==> src/gne_pkg.sv <==
`default_nettype none

package gne_pkg;

  localparam int NODE_COUNT      = 1024;
  localparam int VISITED_ENTRIES = 32;
  localparam int VIS_W           = $clog2(VISITED_ENTRIES);
  localparam int NB_W            = 11;

  localparam logic [NB_W-1:0] NB_EMPTY = 11'h7FF;

  localparam logic [1:0] FUNC_LOAD   = 2'd0;
  localparam logic [1:0] FUNC_MARK   = 2'd1;
  localparam logic [1:0] FUNC_EXPAND = 2'd2;

  localparam logic [2:0] STAT_ADDED   = 3'd0;
  localparam logic [2:0] STAT_VISITED = 3'd1;
  localparam logic [2:0] STAT_FULL    = 3'd2;
  localparam logic [2:0] STAT_NONE    = 3'd3;
  localparam logic [2:0] STAT_DONE    = 3'd4;

  typedef enum logic [1:0] {
    ST_IDLE = 2'b01,
    ST_WALK = 2'b10
  } gne_state_t;

  typedef struct packed {
    logic accept;
    logic load;
    logic mark;
    logic expand;
    logic walk;
  } gne_cmd_t;

  typedef struct packed {
    logic done;
  } gne_sts_t;

endpackage

`default_nettype wire

==> src/gne_ctrl.sv <==
`default_nettype none

module gne_ctrl (
  input  wire logic             clk,
  input  wire logic             rst,
  input  wire logic             start,
  input  wire logic [1:0]       func,
  input  wire gne_pkg::gne_sts_t sts,
  output gne_pkg::gne_cmd_t     cmd,
  output logic                  busy
);

  gne_pkg::gne_state_t state;
  gne_pkg::gne_state_t state_next;

  always_comb begin
    cmd.accept = start && (state == gne_pkg::ST_IDLE);
    cmd.load   = cmd.accept && (func == gne_pkg::FUNC_LOAD);
    cmd.mark   = cmd.accept && (func == gne_pkg::FUNC_MARK);
    cmd.expand = cmd.accept && (func == gne_pkg::FUNC_EXPAND);
    cmd.walk   = (state == gne_pkg::ST_WALK);
    busy       = (state != gne_pkg::ST_IDLE);
  end

  always_comb begin
    state_next = state;
    case (state)
      gne_pkg::ST_IDLE: begin
        if (cmd.expand) begin
          state_next = gne_pkg::ST_WALK;
        end
      end
      gne_pkg::ST_WALK: begin
        if (sts.done) begin
          state_next = gne_pkg::ST_IDLE;
        end
      end
      default: begin
        state_next = gne_pkg::ST_IDLE;
      end
    endcase
  end

  always_ff @(posedge clk) begin
    if (rst) begin
      state <= gne_pkg::ST_IDLE;
    end else begin
      state <= state_next;
    end
  end

endmodule

`default_nettype wire

==> config.mk <==
export PLATFORM = sky130hd
export DESIGN_NAME = gne_ctrl
export DESIGN_NICKNAME = d
export VERILOG_FILES = /design/src/gne_pkg.sv /design/src/gne_ctrl.sv
export SDC_FILE = /design/constraint.sdc
export NUM_CORES = 1
export LEC_CHECK = 0
export BUFFER_PORTS_ARGS = -buffer_cell sky130_fd_sc_hd__buf_2
export CAP_MARGIN = 20
export CORE_AREA = 2 2 39 41
export DETAILED_ROUTE_END_ITERATION = 12
export DIE_AREA = 0 0 41 43
export RECOVER_POWER = 100
export SETUP_SLACK_MARGIN = 0.4
export SLEW_MARGIN = 20
export SYNTH_ARGS = -nofsm -noshare
export SYNTH_HDL_FRONTEND = slang
export SYNTH_SLANG_ARGS = --single-unit
export TNS_END_PERCENT = 50
==> constraint.sdc <==
create_clock -name clk -period 1.1 [get_ports clk]
set_clock_uncertainty 0.1 [all_clocks]
set_input_delay 0.165 -clock clk [delete_from_list [all_inputs] [get_ports clk]]
set_output_delay 0.165 -clock clk [all_outputs]
set_load 0.01 [all_outputs]
==> metrics.md <==
| Metric | Value |
|---|---|
| Nets@finish | 41 |
| Reg2reg setup slack | -0.13 ns |
| Crit path to | cmd[2] |
| Synth area leader | dfxtp_1 |
| R2R cell count | 4 |
| Failing checks | setup timing |
| Simple-gate area share of the yosys netlist | 0.424 |
| Grt total ovfl | 0 |
| Vias in the first global route | 163 |
| Iteration-0 DRC Markers | 1 |
| Adder-Cell Fraction of Synth Area | 0 |
| Die X-Extent | 41 um |
| Least-Margin Pin Slew | 0.231 ns |
| Wirelength per Cell | 7.84 um |
| Compound-Gate Fraction of Synth Area | 0.163 |
| M2 GR Usage | 0.0719 |
| N_diodes | 0 |
| Clock Tree Buf Depth | 2 |
| Yosys warning count | 0 |
| Cells after Synth | 13 |
| Syn nets | 19 |
| Pins Over Slew Limit | 0 |
| Sequential power share | 0.253 |
| Clk pwr share | 0.532 |
| Async set-reset flop share out of synthesis | 0 |
| Die ar. | 0.00176 sq mm |
| Routed vias | 170 |
| Seq/Total Area, Yosys | 0.348 |
| Pleak | 0.157 nW |
| Routability Congestion | 0.418 |
| Core area | 0.00138 sq mm |
| Largest registers | state (2) |
| Pin count of the biggest net entering global routing | 6 |
| Top cell type's share of synthesized area | 0.348 |
| Initial antenna violation count | 0 |
| First-pass GRT wire length | 524 um |
| Setup ws final | -0.309 ns |
| Most used DFF post-synth | dfxtp_1 |
| ANT nets after route | 0 |
| CP Launch Type | register |
| Number of distinct library cells after synthesis | 9 |
| Cell Pwr Density | 1020 mW/mm^2 |
| Clk sinks | 2 |
| Clk pin slew, worst setup/hold paths | 0.03 ns |
| Mapped Area | 115 sq um |
| Htree depth | 1 |
| Busiest grt layer | met4 |
| Drt drc | 0 |
| Cell Rows | 14 |
| Synth Area in XOR/XNOR | 0 |
| R2r startpoint | state[1] |
| Post-synth EDFFs | 0 |
| Met3 Usage GRT | 0 |
| Layout cells sized above 1 | 0.788 |
| Min-Delay Path Class | in -> reg |
| Initial Util | 0.0832 |
| TritonCTS clock tree | yes |
| Root Buffer | clkbuf_4 |
| CP Launch Point | state[1] |
| Period Utilization, post-route | 1.28 |
| Avg Inst Size Synth | 8.85 sq um |
| Clk Latency, worst-skew pair | 0.22 ns |
| Crit-path max FO | 4 |
| Sw power | 0.0697 mW |
| Total internal power | 0.231 mW |
| RSZ-0062 raised after global routing | true |
| Layout Cell Area excl Fill | 294 sq um |
| Switching Share | 0.232 |
| Max Cap Violations | 0 |
| CTS buffer count | 3 |
| GRT Util Overall | 0.0470 |
| Synth cell count leaders | dfxtp_1 (2), inv_1 (2), nand2b_1 (2), nor3b_1 (2) |
| Io pins | 12 |
| Critical path required time | 0.83 ns |
| Syn-to-layout area delta | 155% |
| Number of vias per cell | 3.47 |
| Rel. slew slack | 0.845 |
| Max VDD drop | 140 uV |
| Port bufs | 11 |
| Combinational power share | 0.216 |
| Final hold vios | 0 |
| Seq cells post-synth | 2 |
| Crit Path Class | reg -> out |
| Element type at the critical path end | output port |
| Mux cell area share after synthesis | 0 |
| Number of flip-flops in the largest register | 2 |
| Top post-synthesis cells by area | dfxtp_1 (35%), nor3b_1 (13%), nand2b_1 (11%), o32a_1 (8.7%), o32ai_1 (7.6%) |
| Met1 usage in global routing | 0.0382 |
| Placed instance area | 243 sq um |
| Min Tclk post-route | 1.41 ns |
| Status | finished, violations left |
| Hold Slack | 0.0806 ns |
| Largest reg by FF count | state |
| Reg2reg end | state[0] |
| Core Util, Final | 0.212 |
| Largest family of logic cells by synthesized area | simple AND/OR/NAND/NOR gates |
| Die Y-Extent | 43 um |
| Final Setup Violations | 8 |
| Detailed Route WL | 384 um |
| Total power | 0.301 mW |
| Worst Path Arrival | 1.14 ns |
| Max Freq | 0.710 GHz |
| DRT Pass-1 Iters | 2 |
[worst min path at each step]
stage / startpoint / endpoint / cells past startpoint
2_1_floorplan: rst / state[1] / 1
3_5_place_dp: sts / state[1] / 2
3_3_place_gp: sts / state[1] / 2
5_1_grt: sts / state[1] / 2
6_report: sts / state[1] / 2
4_1_cts: sts / state[1] / 2
[area by class of cell]
class / instances / area, sq um
timing repair buffer: 17 / 106
inverter: 2 / 7.51
tap: 16 / 20.0
multi-input combinational: 9 / 97.6
fill: 157 / 1090
sequential: 2 / 40.0
clock buffer: 3 / 22.5
[power by group through the flow]
| stage | Clock [mW] | Combinational (mW) | Sequential (mW) |
|---|---|---|---|
| final | 0.160 | 0.0649 | 0.0761 |
| after global routing | 0.170 | 0.0716 | 0.0762 |
| after CTS | 0.175 | 0.0591 | 0.0761 |
| after detailed placement | 0 | 0.0576 | 0.0770 |
| after global placement | 0 | 0.0567 | 0.0769 |
| after floorplan | 0 | 0.0217 | 0.0770 |
[layout by cell type (no fill, tap or decap), drive strengths merged]
cell	Yosys	routed
inv	2	2
clkbuf	0	3
o32ai	1	1
nor3b	2	2
or3b	1	1
nand3b	1	1
nor3	1	1
o32a	1	1
buf	0	17
nand2b	2	2
dfxtp	2	2
[metal layers]
metal  part of all wire  routed length, um
met3              0.065                 25
met2               0.57                217
met5                  0                  0
met1               0.37                141
met4                  0                  0
[through the flow]
| step | worst slack (ns) | TNS, ns | cells |
|---|---|---|---|
| 6_report | -0.309 | -1.41 | 49 |
| 5_1_grt | -0.362 | -1.91 | 49 |
| 4_1_cts | -0.345 | -1.37 | 48 |
| 3_5_place_dp | -0.0968 | -0.232 | 45 |
| 3_3_place_gp | -0.0799 | -0.221 | 45 |
| 2_1_floorplan | 0.0112 | 0 | 13 |
[worst max-delay path, cell delays in order, from the launching register on]
cell and delay, ns:
dfxtp_1 0.29, nand3b_1 0.25, nor3b_2 0.22, buf_2 0.16
[cell families (layout without fill, tap and decap cells)]
group,Yosys count,after routing
buf+inv,2,22
simple gates,7,7
compound gates,2,2
flops,2,2
[what timing repair did]
item / 4_1_cts / 5_1_grt
resized for setup: 1 / 3
setup endpoints to repair: 8 / 8
hold buffers: 0 / 0
buffers inserted: 0 / 1
No activity file was read; power rests on OpenSTA's default activity.
